## config.mk

```make
export PLATFORM = sky130hd
export DESIGN_NAME = calendar_clock_12_hour_unit
export DESIGN_NICKNAME = d
export VERILOG_FILES = /design/src/rtl/cc12h_pkg.sv /design/src/rtl/calendar_clock_12_hour_unit.sv /design/src/rtl/cc12h_next.sv
export VERILOG_INCLUDE_DIRS = /design/src /design/src/rtl
export SDC_FILE = /design/constraint.sdc
export NUM_CORES = 1
export LEC_CHECK = 0
export BUFFER_PORTS_ARGS = -buffer_cell sky130_fd_sc_hd__buf_4
export CORE_ASPECT_RATIO = 1.25
export CORE_MARGIN = 2
export CORE_UTILIZATION = 50
export CTS_CLUSTER_SIZE = 25
export DETAILED_ROUTE_END_ITERATION = 6
export GPL_TIMING_DRIVEN = 1
export HOLD_SLACK_MARGIN = 0.08
export PLACE_DENSITY = 0.71
export RECOVER_POWER = 50
export SLEW_MARGIN = 10
export SYNTH_ARGS = -nofsm -noshare
export SYNTH_HDL_FRONTEND = slang
export SYNTH_HIERARCHICAL = 1
export SYNTH_SLANG_ARGS = --single-unit
```

## constraint.sdc

```tcl
create_clock -name clk_i -period 10.6 [get_ports clk_i]
set_clock_uncertainty 0.15 [all_clocks]
set_input_delay 0.53 -clock clk_i [delete_from_list [all_inputs] [get_ports clk_i]]
set_output_delay 0.53 -clock clk_i [all_outputs]
set_load 0.05 [all_outputs]
```

## src/rtl/calendar_clock_12_hour_unit_assert.svh

```systemverilog
// ----------------------------------------------------------------------------
// calendar_clock_12_hour_unit_assert
// Assertion macros for the 12-hour calendar clock.
// ----------------------------------------------------------------------------
`ifndef CALENDAR_CLOCK_12_HOUR_UNIT_ASSERT_SVH
`define CALENDAR_CLOCK_12_HOUR_UNIT_ASSERT_SVH

// Check that a condition implies a consequence at the same clock edge.
`define CC12H_ASSERT_SAME(label, clk, rst_n, cond, cons, msg) \
  label: assert property (@(posedge clk) disable iff (!rst_n) (cond) |-> (cons)) \
    else $error(msg);

// Check that a condition implies a consequence at the next clock edge.
`define CC12H_ASSERT_NEXT(label, clk, rst_n, cond, cons, msg) \
  label: assert property (@(posedge clk) disable iff (!rst_n) (cond) |=> (cons)) \
    else $error(msg);

`endif

```

## src/rtl/cc12h_pkg.sv

```systemverilog
// ----------------------------------------------------------------------------
// cc12h_pkg
// Types, constants and calendar helpers for the 12-hour calendar clock.
// ----------------------------------------------------------------------------
`timescale 1ns / 1ps

package cc12h_pkg;

  typedef enum logic {
    OP_TICK = 1'b0,
    OP_LOAD = 1'b1
  } op_e;

  localparam logic [5:0]  SEC_LAST   = 6'd59;
  localparam logic [5:0]  MIN_LAST   = 6'd59;
  localparam logic [3:0]  HOUR_TOP   = 4'd12;
  localparam logic [3:0]  HOUR_PRE   = 4'd11;
  localparam logic [3:0]  MONTH_LAST = 4'd12;
  localparam logic [13:0] YEAR_LAST  = 14'd9999;

  // Reset values
  localparam logic [3:0]  RST_MONTH = 4'd1;
  localparam logic [4:0]  RST_DAY   = 5'd1;
  localparam logic [13:0] RST_YEAR  = 14'd2000;
  localparam logic [3:0]  RST_HOUR  = 4'd12;

  // Reciprocal of 25 scaled by 2^19, exact for any 14-bit year
  localparam int unsigned  RECIP_SHIFT = 19;
  localparam logic [14:0]  RECIP25     = 15'd20972;

  // Date and time as loaded from the input stream
  typedef struct packed {
    logic       pm;
    logic [5:0] second;
    logic [5:0] minute;
    logic [3:0] hour;
    logic [13:0] year;
    logic [4:0] day;
    logic [3:0] month;
  } set_t;

  // Full clock state
  typedef struct packed {
    logic        noon_seen;
    logic        leap;
    logic        pm;
    logic [5:0]  second;
    logic [5:0]  minute;
    logic [3:0]  hour;
    logic [13:0] year;
    logic [4:0]  day;
    logic [3:0]  month;
  } clock_t;

  // Gregorian rule: div by 4 and (not div by 25, or div by 16)
  function automatic logic is_leap(input logic [13:0] y);
    logic [28:0] prod;
    logic [9:0]  q;
    logic [13:0] rem25;
    prod  = 29'(y) * 29'(RECIP25);
    q     = prod[28:RECIP_SHIFT];
    rem25 = y - (14'({q, 4'b0000}) + 14'({q, 3'b000}) + 14'(q));
    return (y[1:0] == 2'b00) && ((rem25 != 14'd0) || (y[3:0] == 4'b0000));
  endfunction

  function automatic logic [4:0] month_len(input logic [3:0] m, input logic leap);
    logic [4:0] len;
    case (m) inside
      4'd4, 4'd6, 4'd9, 4'd11: len = 5'd30;
      4'd2:                    len = leap ? 5'd29 : 5'd28;
      default:                 len = 5'd31;
    endcase
    return len;
  endfunction

endpackage

```

## src/rtl/calendar_clock_12_hour_unit.sv

```systemverilog
// ----------------------------------------------------------------------------
// calendar_clock_12_hour_unit
// 12-hour real-time clock and calendar with Gregorian leap years.
// ----------------------------------------------------------------------------
//   channel   dir  item
//   s_axis    in   tick or load of date and time (tuser = opcode)
//   m_axis    out  full date and time after each item
//
// One item per cycle sustained while results are taken.
// The input register feeds the carry logic, which writes the clock state;
// the state registers are the result register.
// A stalled result holds the state; one more item waits in the input
// register, and the input side stalls only when both are full.
// Reset sets 1/1/2000 12:00:00 am with no result pending.
`timescale 1ns / 1ps
`include "calendar_clock_12_hour_unit_assert.svh"

module calendar_clock_12_hour_unit (
  input  logic        clk_i,
  input  logic        rst_ni,
  input  logic        s_axis_tvalid,
  output logic        s_axis_tready,
  // set_month[3:0], set_day[8:4], set_year[22:9], set_hour[26:23],
  // set_minute[32:27], set_second[38:33], set_pm[39]
  input  logic [39:0] s_axis_tdata,
  // opcode[0]
  input  logic        s_axis_tuser,
  output logic        m_axis_tvalid,
  input  logic        m_axis_tready,
  // month[3:0], day[8:4], year[22:9], hour[26:23], minute[32:27],
  // second[38:33], pm[39], leap[40], zero[47:41]
  output logic [47:0] m_axis_tdata
);

  logic              in_valid_q;
  cc12h_pkg::op_e    in_op_q;
  cc12h_pkg::set_t   in_set_q;
  logic              out_valid_q;
  cc12h_pkg::clock_t state_q, state_d;
  logic              advance;

  assign advance       = in_valid_q && (!out_valid_q || m_axis_tready);
  assign s_axis_tready = !in_valid_q || advance;

  always_ff @(posedge clk_i or negedge rst_ni) begin
    if (!rst_ni) begin
      in_valid_q <= 1'b0;
    end else if (s_axis_tready) begin
      in_valid_q <= s_axis_tvalid;
    end
  end

  always_ff @(posedge clk_i) begin
    if (s_axis_tvalid && s_axis_tready) begin
      in_op_q  <= cc12h_pkg::op_e'(s_axis_tuser);
      in_set_q <= cc12h_pkg::set_t'(s_axis_tdata);
    end
  end

  cc12h_next u_next (
    .op_i  (in_op_q),
    .set_i (in_set_q),
    .cur_i (state_q),
    .nxt_o (state_d)
  );

  always_ff @(posedge clk_i or negedge rst_ni) begin
    if (!rst_ni) begin
      out_valid_q       <= 1'b0;
      state_q.month     <= cc12h_pkg::RST_MONTH;
      state_q.day       <= cc12h_pkg::RST_DAY;
      state_q.year      <= cc12h_pkg::RST_YEAR;
      state_q.hour      <= cc12h_pkg::RST_HOUR;
      state_q.minute    <= 6'd0;
      state_q.second    <= 6'd0;
      state_q.pm        <= 1'b0;
      state_q.leap      <= 1'b1;
      state_q.noon_seen <= 1'b1;
    end else begin
      if (advance) begin
        state_q <= state_d;
      end
      // drop the valid once taken unless a new item replaces it
      if (advance) begin
        out_valid_q <= 1'b1;
      end else if (m_axis_tready) begin
        out_valid_q <= 1'b0;
      end
    end
  end

  assign m_axis_tvalid = out_valid_q;
  assign m_axis_tdata  = {7'd0, state_q.leap, state_q.pm, state_q.second, state_q.minute,
                          state_q.hour, state_q.year, state_q.day, state_q.month};

  `CC12H_ASSERT_SAME(a_leap_tracks_year, clk_i, rst_ni, 1'b1,
                     state_q.leap == cc12h_pkg::is_leap(state_q.year),
                     "leap flag out of step with year")
  `CC12H_ASSERT_NEXT(a_pending_held, clk_i, rst_ni, in_valid_q && !advance,
                     in_valid_q && $stable(in_set_q), "pending item lost")
  `CC12H_ASSERT_NEXT(a_state_holds, clk_i, rst_ni, !advance, $stable(state_q),
                     "state moved without an item")
  `CC12H_ASSERT_NEXT(a_result_follows, clk_i, rst_ni, advance, out_valid_q,
                     "item processed without a result")

endmodule

```

## src/rtl/cc12h_next.sv

```systemverilog
// ----------------------------------------------------------------------------
// cc12h_next
// Next clock state for one item: a one-second tick with carries, or a load.
// ----------------------------------------------------------------------------
`timescale 1ns / 1ps

module cc12h_next (
  input  cc12h_pkg::op_e    op_i,
  input  cc12h_pkg::set_t   set_i,
  input  cc12h_pkg::clock_t cur_i,
  output cc12h_pkg::clock_t nxt_o
);

  logic [13:0] year_up;
  logic        leap_up;
  logic        day_wrap;

  // Year and leap flag after a year carry, kept off the carry chain
  assign year_up  = (cur_i.year >= cc12h_pkg::YEAR_LAST) ? 14'd0 : cur_i.year + 14'd1;
  assign leap_up  = cc12h_pkg::is_leap(year_up);
  assign day_wrap = cur_i.day >= cc12h_pkg::month_len(cur_i.month, cur_i.leap);

  always_comb begin
    nxt_o = cur_i;
    if (op_i == cc12h_pkg::OP_LOAD) begin
      nxt_o.month     = set_i.month;
      nxt_o.day       = set_i.day;
      nxt_o.year      = set_i.year;
      nxt_o.hour      = set_i.hour;
      nxt_o.minute    = set_i.minute;
      nxt_o.second    = set_i.second;
      nxt_o.pm        = set_i.pm;
      nxt_o.leap      = cc12h_pkg::is_leap(set_i.year);
      nxt_o.noon_seen = (set_i.hour == cc12h_pkg::HOUR_TOP);
    end else if (cur_i.second < cc12h_pkg::SEC_LAST) begin
      nxt_o.second = cur_i.second + 6'd1;
    end else begin
      nxt_o.second = 6'd0;
      if (cur_i.minute < cc12h_pkg::MIN_LAST) begin
        nxt_o.minute = cur_i.minute + 6'd1;
      end else begin
        nxt_o.minute = 6'd0;
        if (cur_i.hour >= cc12h_pkg::HOUR_TOP) begin
          // wrap to one and rearm the noon flip
          nxt_o.hour      = 4'd1;
          nxt_o.noon_seen = 1'b0;
        end else begin
          nxt_o.hour = cur_i.hour + 4'd1;
          if ((cur_i.hour == cc12h_pkg::HOUR_PRE) && !cur_i.noon_seen) begin
            nxt_o.noon_seen = 1'b1;
            nxt_o.pm        = !cur_i.pm;
            // pm to am starts a new day
            if (cur_i.pm) begin
              if (!day_wrap) begin
                nxt_o.day = cur_i.day + 5'd1;
              end else begin
                nxt_o.day = 5'd1;
                if (cur_i.month >= cc12h_pkg::MONTH_LAST) begin
                  nxt_o.month = 4'd1;
                  nxt_o.year  = year_up;
                  nxt_o.leap  = leap_up;
                end else begin
                  nxt_o.month = cur_i.month + 4'd1;
                end
              end
            end
          end
        end
      end
    end
  end

endmodule
```

==> summary.md <==
| Metric | Value |
|---|---|
| Drt via density | 5.40 |
| Measured slew at the worst slew-check pin | 2.59 ns |
| Synthesized instance count | 1399 |
| Synthesized area | 13900 um^2 |
| WHS Path Cells | 1 |
| Post-synthesis sequential area ratio | 16.9% |
| DIE AREA | 29100 um^2 |
| Total gr overflow | 0 |
| R2R setup slack | 0.59 ns |
| YS warnings | 6 |
| Worst Hold End | in_set_q[30]$_DFFE_PP_ |
| Routability Congestion | 0.889 |
| Drt wl/cell | 17.1 um |
| Core area | 27500 um^2 |
| Share of the synthesized area in the top cell type | 22.0% |
| Bufs on Longest Clock Path | 2 |
| Worst r2r path cells | 42 |
| FF-to-FF End | m_axis_tdata[40]$_DFFE_PN1P_ |
| Tmin final | 10.01 ns |
| Die height | 190 um |
| HP Start | s_axis_tdata[30] |
| First-pass GRT wire length | 50600 um |
| Commonest cells after routing, fill and taps aside | inv_1, ha_1, fa_1, nand2_1, nor2_1 |
| NumNets Final | 1892 |
| Slowest cell delay on critical path | 0.52 ns |
| CP Capture Type | flip-flop |
| Crit-path most repeated cell | fa_1 |
| Maxcap violations | 1 |
| Synth area leader | ha_1 |
| Mean Syn Cell Area | 9.92 um^2 |
| Final Slew Violations | 45 |
| Final Core Density | 54.4% |
| Via count of the first global-routing pass | 10.3k |
| Worst-Skew Late Latency | 0.34 ns |
| Async SR Flop Fraction | 51.8% |
| Max FO, Critical Path | 13 |
| Slew margin rel. | -72.7% |
| Htree depth | 3 |
| Port Buffers | 87 |
| Netlist cell types | 79 |
| Largest net degree at the start of global routing | 78 |
| Detailed placer's ending HPWL | 25100 um |
| Initial antenna violation count | 0 |
| Worst EP required | 10.72 ns |
| Final setup fails | 0 |
| Residual DRC | 0 |
| Routed Antenna Nets | 0 |
| Arrival @ worst endpoint | 10.13 ns |
| Post-synth EDFFs | 41 |
| Final Cycle Share | 94.4% |
| DRT Pass-1 Iters | 5 |
| WL final | 30800 um |
| Clk root buf | clkbuf_16 |
| Type of origin of the critical path | flip-flop |
| Via count | 9757 |
| Fraction of final layout cells with drive strength greater than 1 | 13.5% |
| CTS clk-pin slew, worst paths | 0.07 ns |
| Worst R2R Start | m_axis_tdata[10]$_DFFE_PN0P_ |
| TritonCTS Buffers | 9 |
| Clk sinks | 85 |
| CTS tree | yes |
| Area Overhead vs Synth | 7.81% |
| Synth Flop Type | edfxtp_1 |
| FILL cells | 2448 |
| Crit path max-delay cell type | fa_1 |
| F_max | 99.9 MHz |
| Crit Path Category | reg2reg |
| Final Hold Violating Endpoints | 0 |
| Starting density of the core | 50.5% |
| Top Ports | 95 |
| Violated checks | max-capacitance violations, max-slew violations |
| Flops & latches, synth | 85 |
| Diodes inserted | 0 |
| Chip width | 153 um |
| Commonest non-fill, non-tap cell in the layout | inv_1 |
| Num rows | 68 |
| GRT Overall Usage | 21.5% |
| First DRT Iteration DRCs | 404 |
| Area contributors post-synth | ha_1, fa_1, edfxtp_1 |
| Outcome | complete, but fails checks |
| HP Class | in2reg |
[synthesized netlist by cell type, drive strengths merged, types with 8 or more instances]
cell type	number
a21o	16
a21oi	58
a31oi	8
and3	9
buf	55
clkbuf	18
dfrtp	32
dfstp	12
edfxtp	41
fa	152
ha	244
inv	268
mux2	45
nand2	70
nand2b	12
nand3	24
nand4	13
nor2	65
nor3	14
o21ai	59
xnor2	43
xor2	27
[layout make-up]
| type | count | area [um^2] | share of cell area (%) |
|---|---|---|---|
| clock buffer | 9 | 225 | 1.51 |
| clock inverter | 7 | 83.8 | 0.560 |
| inverter | 268 | 1010 | 6.75 |
| multi-input combinational | 979 | 10100 | 67.6 |
| sequential | 85 | 2350 | 15.7 |
| tap | 350 | 438 | 2.93 |
| timing repair buffer | 108 | 746 | 4.98 |
[stage by stage]
stage | area [um^2] | setup WS (ns) | hold slack (ns) | TNS, ns | instances
final | 15000 | 0.593 | 0.229 | 0 | 1806
after global placement | 14600 | 0.511 | 0.375 | 0 | 1781
after global routing | 15000 | -0.0282 | 0.211 | -0.0282 | 1806
after CTS | 14900 | 0.267 | 0.196 | 0 | 1798
after detailed placement | 14600 | 0.334 | 0.391 | 0 | 1781
after floorplan | 13900 | 1.03 | 0.0844 | 0 | 1405
[what timing repair did]
| item | 4_1_cts | 5_1_grt |
|---|---|---|
| setup endpoints to repair | 0 | 1 |
| setup buffers | 0 | 8 |
| hold buffers | 1 | 0 |
| hold endpoints to repair | 32 | 0 |
| gates resized for setup | 0 | 20 |
[metal layers]
metal	share of wire, %	vias to the layer above	GRT usage [%]
met2	53	170	40.0
met3	2.9	57	2.32
met5	0	-	0
met1	41	4809	25.9
li1	-	4721	-
met4	3.1	0	6.91
[sequential cells by signal, summed over array words and instances, names as in the netlist]
register and count:
in_valid_q 1, in_set_q 40, in_op_q 1, m_axis_tdata 41, m_axis_tvalid 1, state_q 1
[cell families (layout without fill, tap and decap cells)]
logic type,count (synthesis),after routing,share of synthesized area [%]
compound gates,207,207,9.72
xor+xnor,70,70,4.47
buf+inv,341,392,10.8
flops,85,85,16.9
other cells,1,7,0.0270
fa+ha+maj,396,396,43.9
simple gates,249,249,9.08
mux,50,50,5.09
[critical path: cells and delay by family, from the launching register on]
| family | cells | cell delay [ns] |
|---|---|---|
| buf+inv | 6 | 0.58 |
| xor+xnor | 1 | 0.11 |
| compound gates | 12 | 2.27 |
| mux | 1 | 0.27 |
| fa+ha+maj | 10 | 3.91 |
| simple gates | 12 | 2.20 |
| flops | 1 | 0.45 |
[worst max path at each step]
stage,slack (ns),end,startpoint
CTS,0.27,m_axis_tdata[40]$_DFFE_PN1P_,m_axis_tdata[10]$_DFFE_PN0P_
global route,-0.03,m_axis_tdata[40]$_DFFE_PN1P_,m_axis_tdata[10]$_DFFE_PN0P_
detailed placement,0.33,m_axis_tdata[40]$_DFFE_PN1P_,m_axis_tdata[10]$_DFFE_PN0P_
floorplan,1.03,m_axis_tdata[40]$_DFFE_PN1P_,m_axis_tdata[10]$_DFFE_PN0P_
finish,0.59,m_axis_tdata[40]$_DFFE_PN1P_,m_axis_tdata[10]$_DFFE_PN0P_
global placement,0.51,m_axis_tdata[40]$_DFFE_PN1P_,m_axis_tdata[10]$_DFFE_PN0P_
Power is not shown: default switching activity piles up to over one toggle a cycle in this logic, so the estimate is an artifact.
